<file path="src/design/lass_pkg.sv">
// ----------------------------------------------------------------------------
// lass_pkg
// Types, register indexes and the B3/S23 rule shared by the life step unit.
// ----------------------------------------------------------------------------
package lass_pkg;

  localparam int unsigned CFG_W     = 11;  // configuration register width
  localparam int unsigned CFG_IDX_W = 1;   // register index width
  localparam int unsigned COORD_W   = 10;  // emitted coordinate width
  localparam int unsigned WIN_W     = 9;   // 3x3 window, bit = col*3 + row

  localparam logic [CFG_IDX_W-1:0] REG_FRAME_WIDTH  = 1'd0;
  localparam logic [CFG_IDX_W-1:0] REG_FRAME_HEIGHT = 1'd1;

  localparam logic [CFG_W-1:0] DIM_RESET = 11'd1024;

  // Input request: raster cell or padding tick
  typedef struct packed {
    logic req_type;    // 0 frame cell, 1 padding tick
    logic live;
  } in_req_t;

  typedef struct packed {
    logic               next_alive;
    logic [COORD_W-1:0] cell_x;
    logic [COORD_W-1:0] cell_y;
    logic               frame_done;
    logic               last_in_run;
  } out_res_t;

  // Birth on exactly three live neighbours, survival on two or three.
  function automatic logic rule_next(input logic [WIN_W-1:0] win);
    logic [3:0] n;
    n = '0;
    for (int i = 0; i < WIN_W; i++) begin
      if (i != 4) n = n + {3'b000, win[i]};
    end
    return (n == 4'd3) || (win[4] && (n == 4'd2));
  endfunction

endpackage

</file>
<file path="src/design/life_automaton_stream_step_unit.sv">
// ----------------------------------------------------------------------------
// life_automaton_stream_step_unit
// One generation of the B3/S23 life automaton over a raster stream of cells,
// bounded grid, with two line stores and a 3x3 neighbour window.
// ----------------------------------------------------------------------------
//
//  channel | dir | payload   | handshake
//  --------+-----+-----------+----------------------------------------------
//  in_     | in  | in_req_t  | in_valid / in_stall, taken when !in_stall
//  out_    | out | out_res_t | out_valid / out_stall, taken when !out_stall
//  cfg_    | in  | 11 bits   | cfg_we, cfg_index, cfg_wdata, no wait
//
//  One request per cycle sustained while out_stall is low; a row-end request
//  gives two results and, with a single output port, holds the input while
//  the second waits in the pending slot. The line store read issues as the
//  request is taken, into the stage 1 registers; the result register loads
//  when stage 1 fires, so a result passes both before it shows on out_.
//  Reset clears counters, window, valids and sets both dimensions to 1024;
//  the line stores are not cleared (reads of unwritten entries are masked).
//  An output stall backs up through the result register into the window
//  stage; the line store read data holds while that stage waits.
//
module life_automaton_stream_step_unit #(
  parameter int unsigned MAX_WIDTH  = 1024,
  parameter int unsigned MAX_HEIGHT = 1024
) (
  input  logic                              clk,
  input  logic                              rst_n,
  input  logic                              in_valid,
  output logic                              in_stall,
  input  lass_pkg::in_req_t                 in_data,
  output logic                              out_valid,
  input  logic                              out_stall,
  output lass_pkg::out_res_t                out_data,
  input  logic                              cfg_we,
  input  logic [lass_pkg::CFG_IDX_W-1:0]    cfg_index,
  input  logic [lass_pkg::CFG_W-1:0]        cfg_wdata
);
  import lass_pkg::*;

  localparam int unsigned CW = $clog2(MAX_WIDTH);        // column / address
  localparam int unsigned WW = $clog2(MAX_WIDTH + 1);    // width in use
  localparam int unsigned RW = $clog2(MAX_HEIGHT + 1);   // row count
  localparam int unsigned HW = $clog2(MAX_HEIGHT + 1);   // height in use

  // -- configuration ---------------------------------------------------------
  logic [CFG_W-1:0] frame_width_r, frame_height_r;

  always_ff @(posedge clk) begin
    if (!rst_n) begin
      frame_width_r  <= DIM_RESET;
      frame_height_r <= DIM_RESET;
    end else if (cfg_we) begin
      unique case (cfg_index)
        REG_FRAME_WIDTH:  frame_width_r  <= cfg_wdata;
        REG_FRAME_HEIGHT: frame_height_r <= cfg_wdata;
        default: ;
      endcase
    end
  end

  // clamp to [3, MAX]
  logic [WW-1:0] w_use;
  logic [HW-1:0] h_use;
  assign w_use = (frame_width_r < CFG_W'(3)) ? WW'(3) :
                 (32'(frame_width_r) > MAX_WIDTH) ? WW'(MAX_WIDTH) : WW'(frame_width_r);
  assign h_use = (frame_height_r < CFG_W'(3)) ? HW'(3) :
                 (32'(frame_height_r) > MAX_HEIGHT) ? HW'(MAX_HEIGHT) : HW'(frame_height_r);

  // -- stage 0: raster counters, line store read issue ----------------------
  logic [CW-1:0] col_cnt_r;
  logic [RW-1:0] row_cnt_r;
  logic          in_accept;
  logic          row_end, pad_row;

  assign row_end = (32'(col_cnt_r) + 32'd1) >= 32'(w_use);
  assign pad_row = 32'(row_cnt_r) >= 32'(h_use);

  always_ff @(posedge clk) begin
    if (!rst_n) begin
      col_cnt_r <= '0;
      row_cnt_r <= '0;
    end else if (in_accept) begin
      if (row_end) begin
        col_cnt_r <= '0;
        row_cnt_r <= pad_row ? '0 : RW'(row_cnt_r + 1'b1);
      end else begin
        col_cnt_r <= CW'(col_cnt_r + 1'b1);
      end
    end
  end

  // -- line stores: one bit per column each, registered read -----------------
  logic row_above_mem     [MAX_WIDTH];
  logic row_two_above_mem [MAX_WIDTH];
  logic above_q, two_above_q;

  // stage 1 request
  logic          s1_valid_r;
  logic          s1_fire;
  logic [CW-1:0] s1_col_r;
  logic [RW-1:0] s1_row_r;
  logic          s1_cur_r;
  logic          s1_col_zero_r, s1_row_ge1_r, s1_row_ge2_r;
  logic          s1_row_end_r, s1_pad_row_r;

  always_ff @(posedge clk) begin
    if (in_accept) begin
      above_q     <= row_above_mem[col_cnt_r];
      two_above_q <= row_two_above_mem[col_cnt_r];
    end
    // write-back a row ahead of the next read of this column
    if (s1_fire) begin
      row_above_mem[s1_col_r]     <= s1_cur_r;
      row_two_above_mem[s1_col_r] <= s1_row_ge1_r & above_q;
    end
  end

  always_ff @(posedge clk) begin
    if (!rst_n) begin
      s1_valid_r <= 1'b0;
    end else if (in_accept) begin
      s1_valid_r <= 1'b1;
    end else if (s1_fire) begin
      s1_valid_r <= 1'b0;
    end
  end

  always_ff @(posedge clk) begin
    if (in_accept) begin
      s1_col_r      <= col_cnt_r;
      s1_row_r      <= row_cnt_r;
      // padding tick or any cell in the padding row reads as dead
      s1_cur_r      <= !pad_row && !in_data.req_type && in_data.live;
      s1_col_zero_r <= (col_cnt_r == '0);
      s1_row_ge1_r  <= (row_cnt_r != '0);
      s1_row_ge2_r  <= (32'(row_cnt_r) >= 32'd2);
      s1_row_end_r  <= row_end;
      s1_pad_row_r  <= pad_row;
    end
  end

  // -- stage 1: window shift, rule, result build ----------------------------
  logic [WIN_W-1:0] win_r, win_base, win;
  logic             a_bit, b_bit;

  assign a_bit    = s1_row_ge2_r & two_above_q;   // rows above frame are dead
  assign b_bit    = s1_row_ge1_r & above_q;
  assign win_base = s1_col_zero_r ? '0 : win_r;   // dead column left of frame
  assign win      = {s1_cur_r, b_bit, a_bit, win_base[WIN_W-1:3]};

  always_ff @(posedge clk) begin
    if (!rst_n) begin
      win_r <= '0;
    end else if (s1_fire) begin
      win_r <= win;
    end
  end

  logic     res0_v, res1_v;
  out_res_t res0, res1;

  assign res0_v = s1_row_ge1_r && !s1_col_zero_r;
  assign res1_v = s1_row_ge1_r && s1_row_end_r;

  always_comb begin
    res0.next_alive  = rule_next(win);
    res0.cell_x      = COORD_W'(32'(s1_col_r) - 32'd1);
    res0.cell_y      = COORD_W'(32'(s1_row_r) - 32'd1);
    res0.frame_done  = 1'b0;
    res0.last_in_run = !s1_row_end_r;
    // right of the last column is dead
    res1.next_alive  = rule_next({3'b000, win[WIN_W-1:3]});
    res1.cell_x      = COORD_W'(s1_col_r);
    res1.cell_y      = COORD_W'(32'(s1_row_r) - 32'd1);
    res1.frame_done  = s1_pad_row_r;
    res1.last_in_run = 1'b1;
  end

  // -- result register plus one pending slot for the row-end second result --
  logic     out_valid_r, pend_valid_r, out_take;
  out_res_t out_data_r, pend_data_r;

  assign out_take  = out_valid_r && !out_stall;
  assign s1_fire   = s1_valid_r && !pend_valid_r && (!out_valid_r || !out_stall);
  assign in_stall  = s1_valid_r && !s1_fire;
  assign in_accept = in_valid && !in_stall;

  always_ff @(posedge clk) begin
    if (!rst_n) begin
      out_valid_r  <= 1'b0;
      pend_valid_r <= 1'b0;
    end else if (pend_valid_r && out_take) begin
      out_valid_r  <= 1'b1;
      pend_valid_r <= 1'b0;
    end else if (s1_fire) begin
      out_valid_r  <= res0_v || res1_v;
      pend_valid_r <= res0_v && res1_v;
    end else if (out_take) begin
      out_valid_r  <= 1'b0;
    end
  end

  always_ff @(posedge clk) begin
    if (pend_valid_r && out_take) begin
      out_data_r <= pend_data_r;
    end else if (s1_fire) begin
      out_data_r  <= res0_v ? res0 : res1;
      pend_data_r <= res1;
    end
  end

  assign out_valid = out_valid_r;
  assign out_data  = out_data_r;

  // -- checks ----------------------------------------------------------------
  a_pend_needs_out: assert property (@(posedge clk) disable iff (!rst_n)
    pend_valid_r |-> out_valid_r)
    else $error("pending result without a result in the output register");

  a_no_rw_clash: assert property (@(posedge clk) disable iff (!rst_n)
    (in_accept && s1_fire) |-> (col_cnt_r != s1_col_r))
    else $error("line store read and write-back hit the same column");

  a_row_end_pair: assert property (@(posedge clk) disable iff (!rst_n)
    (s1_fire && res0_v && res1_v) |=> (pend_valid_r && out_valid_r))
    else $error("row-end second result lost");

  a_done_is_last: assert property (@(posedge clk) disable iff (!rst_n)
    (out_valid_r && out_data_r.frame_done) |-> out_data_r.last_in_run)
    else $error("frame_done on a result that is not last of its request");

  a_no_accept_when_busy: assert property (@(posedge clk) disable iff (!rst_n)
    (s1_valid_r && pend_valid_r) |-> !in_accept)
    else $error("request taken while window stage blocked");

endmodule
</file>
<file path="config.mk">
export PLATFORM = sky130hd
export DESIGN_NAME = life_automaton_stream_step_unit
export DESIGN_NICKNAME = d
export VERILOG_FILES = /design/src/design/lass_pkg.sv /design/src/design/life_automaton_stream_step_unit.sv
export SDC_FILE = /design/constraint.sdc
export NUM_CORES = 2
export LEC_CHECK = 0
export BUFFER_PORTS_ARGS = -buffer_cell sky130_fd_sc_hd__buf_2
export CORE_UTILIZATION = 65
export DETAILED_ROUTE_END_ITERATION = 10
export PLACE_DENSITY_LB_ADDON = 0.2
export SYNTH_ARGS = -nofsm -noshare
export SYNTH_HDL_FRONTEND = slang
export SYNTH_SLANG_ARGS = --single-unit
</file>
<file path="constraint.sdc">
create_clock -name clk -period 33.2 [get_ports clk]
set_input_delay 1.66 -clock clk [delete_from_list [all_inputs] [get_ports clk]]
set_output_delay 1.66 -clock clk [all_outputs]
set_load 0.02 [all_outputs]
</file>
# --- Word-level counts from Yosys, hierarchy flattened ---
# Memories as Yosys holds them, arrays and structs flattened. A register that Yosys moved wholly into a read port is not among the register bits.
# Cells that the tools add are included.
word_totals:
  mem_count: 2
  out_inout_bits: 25
  inputBits: 19
  regBits: 126
  wordCells: 112
  ram_bits: 2048
classes:
  muxes: 17
  eq_ne: 4
  n_lt_le_gt_ge: 7
  n_addsub: 16
  n_reduce_logical: 36
  n_bitwise: 5
memory_table:
  columns: ["memory", "words", "word_bits", "rd", "rd_ports_with_merged_regs", "write_ports", "line_no", "source"]
  rows:
  - ["row_above_mem", 1024, 1, 1, 1, 1, "life_automaton_stream_step_unit.sv:94", "logic row_above_mem [MAX_WIDTH];"]
  - ["row_two_above_mem", 1024, 1, 1, 1, 1, "life_automaton_stream_step_unit.sv:95", "logic row_two_above_mem [MAX_WIDTH];"]
op_table:
  columns: ["cell", "count"]
  rows:
  - ["$mux 23", 3]
  - ["$mux 11", 5]
  - ["$ge 11x11->1", 2]
  - ["$gt 11x11->1 const B", 2]
  - ["$lt 11x2->1 const B", 2]
  - ["$add 4x1->4", 5]
  - ["$sub 10x1->10 const B", 2]
  - ["$eq 4x2->1 const B", 4]
  - ["$logic_and 1x1->1", 13]
  - ["$add 10x1->11 const B", 1]
  - ["$add 11x1->11 const B", 1]
  - ["$ge 11x2->1 const B", 1]
  - ["$reduce_bool 11->1", 1]
  - ["$add 10x1->10 const B", 1]
  - ["$logic_not 10->1", 1]
  - ["$mux 10", 1]
  - ["$logic_not 1->1", 9]
  - ["$mux 9", 1]
  - ["$add 3x1->4", 2]
  - ["$reduce_and 2->1", 4]
  - ["$mux 1", 7]
  - ["$add 2x1->3", 2]
  - ["$add 1x1->2", 2]
  - ["$logic_or 1x1->1", 4]
  - ["5 further kinds", 9]

# --- Longest topological paths before layout ---
depth:
  ltp_word: 14
  mapped_depth: 17
  mapped_depth_nobuf: 13

# --- Worst setup path after synthesis ---
# OpenSTA, ideal clock, no wires.
synth_timing:
  path_kind: "reg-to-reg"
  startpoint: "register s1_row_ge1_r"
  endpoint: "register out_data_r, in the netlist out_data[22], data pin"
  setup_slack_ns: 16.626
  setup_ns: 0.274
  synth_period_minus_slack_ns: 16.574
  required_ns: 32.926
  stages_incl_launch_ff: 9
  arrival_ns: 16.300
  n_path_buf: 0
  cell_sequence: "edfxtp_1 -> and2_1 -> fa_1 -> ha_1 -> fa_1 -> nand3_1 -> o21ai_0 -> o2111ai_1 -> a31oi_1"
synth_via:
  elab_chain_len: 9
  word_cells_on_any_way: 13
  cone_classes: "2 x add/sub; 2 x eq/ne; 3 x mux; 1 x bitwise; 5 x reduce/logical"
synth_lines:
  columns: ["item", "line_no", "source"]
  rows:
  - ["start: declaration", "life_automaton_stream_step_unit.sv:104", "logic s1_col_zero_r, s1_row_ge1_r, s1_row_ge2_r;"]
  - ["start signal: assignment", "life_automaton_stream_step_unit.sv:136", "s1_row_ge1_r <= (row_cnt_r != '0);"]
  - ["$and 1x1->1 (*)", "life_automaton_stream_step_unit.sv:148", "assign b_bit = s1_row_ge1_r & above_q;"]
  - ["named net b_bit", "life_automaton_stream_step_unit.sv:145", "logic a_bit, b_bit;"]
  - ["$add 4x1->4 (2 in a row)", "lass_pkg.sv:36", "if (i != 4) n = n + {3'b000, win[i]};"]
  - ["$eq 4x2->1", "lass_pkg.sv:38", "return (n == 4'd3) || (win[4] && (n == 4'd2));"]
  - ["$logic_and 1x1->1", "lass_pkg.sv:38", null]
  - ["$logic_or 1x1->1", "lass_pkg.sv:38", null]
  - ["$mux 23 (*)", "life_automaton_stream_step_unit.sv:208", "out_data_r <= res0_v ? res0 : res1;"]
  - ["$mux 23 (*)", "life_automaton_stream_step_unit.sv:207", "end else if (s1_fire) begin"]
  - ["$mux 23 (*)", "life_automaton_stream_step_unit.sv:205", "if (pend_valid_r && out_take) begin"]
  - ["end signal: assignment", "life_automaton_stream_step_unit.sv:206", "out_data_r <= pend_data_r;"]
  - ["end signal: assignment", "life_automaton_stream_step_unit.sv:208", null]
  - ["end: declaration", "life_automaton_stream_step_unit.sv:182", "out_res_t out_data_r, pend_data_r;"]
# Mark *: on every way through the listed nets, which the timed path passes. The rest lies on a longest branch. The select of a mux whose other input is x is not followed.
# A chain may end at the register's enable or synchronous reset.

==> results by group <==
Status
  – Run status: complete, no violations

Power and ir drop
  – Leak pwr: 30.11 nW
  – Flop pwr share: 53.4%
  – Int Power: around 0.0045 W
  – PwrDens: 58.28 nW/µm²
  – Clk pwr share: 40.5%
  – Switch share: a little over a fifth
  – Net Sw Power: 0.001245 W
  – Logic pwr share: 6.2%
  – Max VDD drop: 0.04999 mV

CTS
  – Clock net sink count: 2173
  – # hold bufs at CTS: 0
  – Post-CTS resize count: 0
  – CTS tree: built
  – Postcts setup bufs: 0
  – Root buffer cell: clkbuf_16
  – Worst-Skew Late Latency: 860 ps
  – H-tree levels: 4
  – Clk buf depth: 3
  – Clk slew on worst S/H paths: around 60 ps
  – Cts bufs inserted: 206

Yosys
  – Number of synthesized flops with an enable pin: 2121
  – Syn Nets: 5392
  – Mean Syn Cell Area: 16.88 µm²
  – Gate Count Post-Synth: between 5000 and 6000
  – Main synth FF type: edfxtp_1
  – Number of synthesized register bits: roughly 2200
  – Synthesized area: roughly 90000 µm²
  – Fraction of registers with async set/reset: 0%
  – Distinct cells, synth: 75
  – Register area share after synthesis: 71.96%
  – YS warnings: 0

Global route
  – Grt total ovfl: 0
  – Initial antenna violation count: 7
  – Number of global-route vias before repair: 50260
  – First-pass GRT wire length: 345300 µm
  – Total global routing track utilization: 34.87%
  – Pin count of the biggest net entering global routing: approximately 260

Routing
  – Routed vias/inst: 7.047
  – Antenna Violating Nets Remaining: 0
  – Drt total wl: 241200 µm
  – Post-route DRC violation count: 0
  – DR iter-0 viols: 9135
  – WL per Instance: approximately 33 µm
  – DRT Pass-1 Iters: 9
  – Via count: between 50000 and 60000

Placed design
  – IO buf count: 43
  – Dpl hpwl: ~130000 µm
  – Final GP Congestion: 0.8783

Timing
  – Setup TNS Final: 0 ps
  – Hold Vio Cnt, Final: 0
  – Max_slew headroom: 9.511%
  – Max Fclk: 0.1851 GHz
  – Fin. max-slew vios: 0
  – Final hold slack: 453.8 ps
  – Final worst path period share: 16.27%
  – Setup Skew: 24.20 ps
  – Worst Tran Pin Value: 1357 ps
  – RSZ-0062 raised after global routing: no
  – Post-route minimum period: 5403 ps
  – Final setup violation count: 0

Die
  – Die Y-Extent: about 370 µm
  – Die area: 139900 µm²
  – Initial core utilization: 65.50%
  – Row count: about 140
  – Io pins: 44
  – Die X: 374.0 µm
  – Core ar.: between 100000 and 150000 µm²

Worst setup path
  – CP required: between 30000 and 40000 ps
  – Crit path max fanout: 46
  – Crit-path max cell delay: about 900 ps
  – Critical path class: flop to flop
  – Worst setup EP type: flop
  – Worst path slowest cell: dfxtp_4
  – Cells along the critical path: buf_4, buf_4, buf_4, mux4_2, mux4_2, mux2i_1, nor3_1, nor3_1, o21a_1, a311oi_1
  – CP top delay family: buffers and inverters
  – Worst path most repeated cell: buf_4
  – CP startpoint kind: flop
  – Buffers plus inverters on the worst setup path: 3
  – CP arrival: 5940 ps

Hold path
  – Worst hold-check path type: flop to flop

Layout
  – Area grow syn2layout: 8.763%
  – Layout cell share with drive strength beyond 1: a little under a fifth
  – Layout net count: 5348
  – # fillers: ~8300

Job
  – MaxCap Viol Count: 0
-- cell families (layout without fill, tap and decap cells) --
family                   count (synthesis)  after routing  synth area share (%)
buffers and inverters                  445            574                 2.687
AND/OR/NAND/NOR                       1615           1615                 7.225
AO/OA/AOI/OAI                          365            365                 2.767
multiplexers                           652            652                 14.35
flip-flops                            2173           2173                 71.96
adder cells (fa/ha/maj)                 43             43                0.6482
other                                    0              5                     0
XOR/XNOR                                37             37                0.3603
-- per-stage QoR --
stage	utilization, %	power (W)	instances	worst slack, ps	cell area [µm²]
floorplan	-	0.003413	5330	16630	89950
global route	71.24	0.005828	7253	27590	97820
CTS	71.24	0.005707	7253	27860	97820
detailed placement	66.44	0.003445	6872	27890	91240
global placement	66.44	0.003441	6872	27920	91240
finish	71.25	0.005702	7258	27800	97840
-- cell usage in the layout, fill, tap and decap left out, types with 14 or more instances in the layout --
cell       instances
edfxtp_1        2121
nor2_1          1111
mux4_2           465
nand2_1          268
clkbuf_16        206
mux2i_1          132
buf_4            106
a21oi_1           74
o21ai_0           54
clkinv_1          53
nand3_1           46
dfxtp_1           46
clkbuf_1          45
buf_2             43
nor3_1            37
ha_1              37
mux4_1            33
nand2_2           32
clkinv_2          31
a22oi_1           30
a21boi_0          30
inv_1             28
o22ai_1           28
xnor2_1           26
mux2_2            22
a31oi_1           21
o221ai_1          19
bufinv_16         17
a221oi_1          16
nand2b_1          14
-- final cells by class --
class                      count  area, µm²  share of cell area (%)
multi-input combinational   2712      22910                   23.42
timing repair buffer         158       1191                   1.217
clock buffer                 253       5351                   5.470
inverter                      35      136.4                  0.1394
tap                         1794       2245                   2.294
antenna                        5      12.51                 0.01279
clock inverter               128       1232                   1.260
sequential                  2173      64750                   66.18
-- synth_stat cells (13+ instances only) --
cell type	count	area, µm²
edfxtp_1	2121	63690
nor2_1	1115	4185
mux4_2	465	10470
nand2_1	300	1126
clkbuf_1	210	788.3
mux2i_1	132	1321
a21oi_1	74	370.4
buf_2	61	305.3
o21ai_0	54	270.3
dfxtp_1	52	1041
buf_1	49	183.9
nand3_1	47	235.2
ha_1	37	462.9
nor3_1	37	185.2
mux4_1	33	867.1
buf_6	31	349.1
a21boi_0	30	225.2
a22oi_1	30	225.2
inv_1	30	112.6
o22ai_1	28	175.2
buf_4	26	195.2
xnor2_1	26	227.7
mux2_2	22	247.7
a31oi_1	21	131.4
o221ai_1	19	166.4
buf_8	18	270.3
a221oi_1	16	140.1
nor2b_1	16	100.1
nand2b_1	14	87.58
nor4_1	13	81.33
-- power by group through the flow --
stage | Clock [W] | Combinational, W | Sequential [W]
2_1_floorplan | 0 | 0.000255 | 0.00316
3_3_place_gp | 0 | 0.000342 | 0.00310
3_5_place_dp | 0 | 0.000346 | 0.00310
4_1_cts | 0.00232 | 0.000348 | 0.00304
5_1_grt | 0.00242 | 0.000369 | 0.00304
6_report | 0.00231 | 0.000351 | 0.00304
-- per-layer routing --
metal	share of wire, %	GRT usage (%)	vias to the layer above	wire length (µm)
met5	0.0046	0	-	11
li1	-	-	20550	-
met2	47	53.24	3981	112300
met1	35	48.36	25970	85220
met4	4.9	16.08	2	11910
met3	13	8.408	636	31790
-- path summary, 6_finish.rpt --
kind / start / endpoint / slack [ps] / depth (start not counted)
worst max-delay path: col_cnt_r[0] / two_above_q / 27800 / 10
worst min register to register: col_cnt_r[6] / s1_col_r[6] / 450 / 0
worst min-delay path: col_cnt_r[6] / s1_col_r[6] / 450 / 0
worst max register to register: col_cnt_r[0] / two_above_q / 27800 / 10
-- flip-flops by register name, summed over array words and instances (netlist names), 6 cells and up --
signal	cells
col_cnt_r	10
frame_height_r	11
frame_width_r	11
out_data	23
pend_data_r	22
row_above_mem	1024
row_cnt_r	11
row_two_above_mem	1024
s1_col_r	10
s1_row_r	10
win_r	6
No activity file was read; power rests on OpenSTA's default activity.
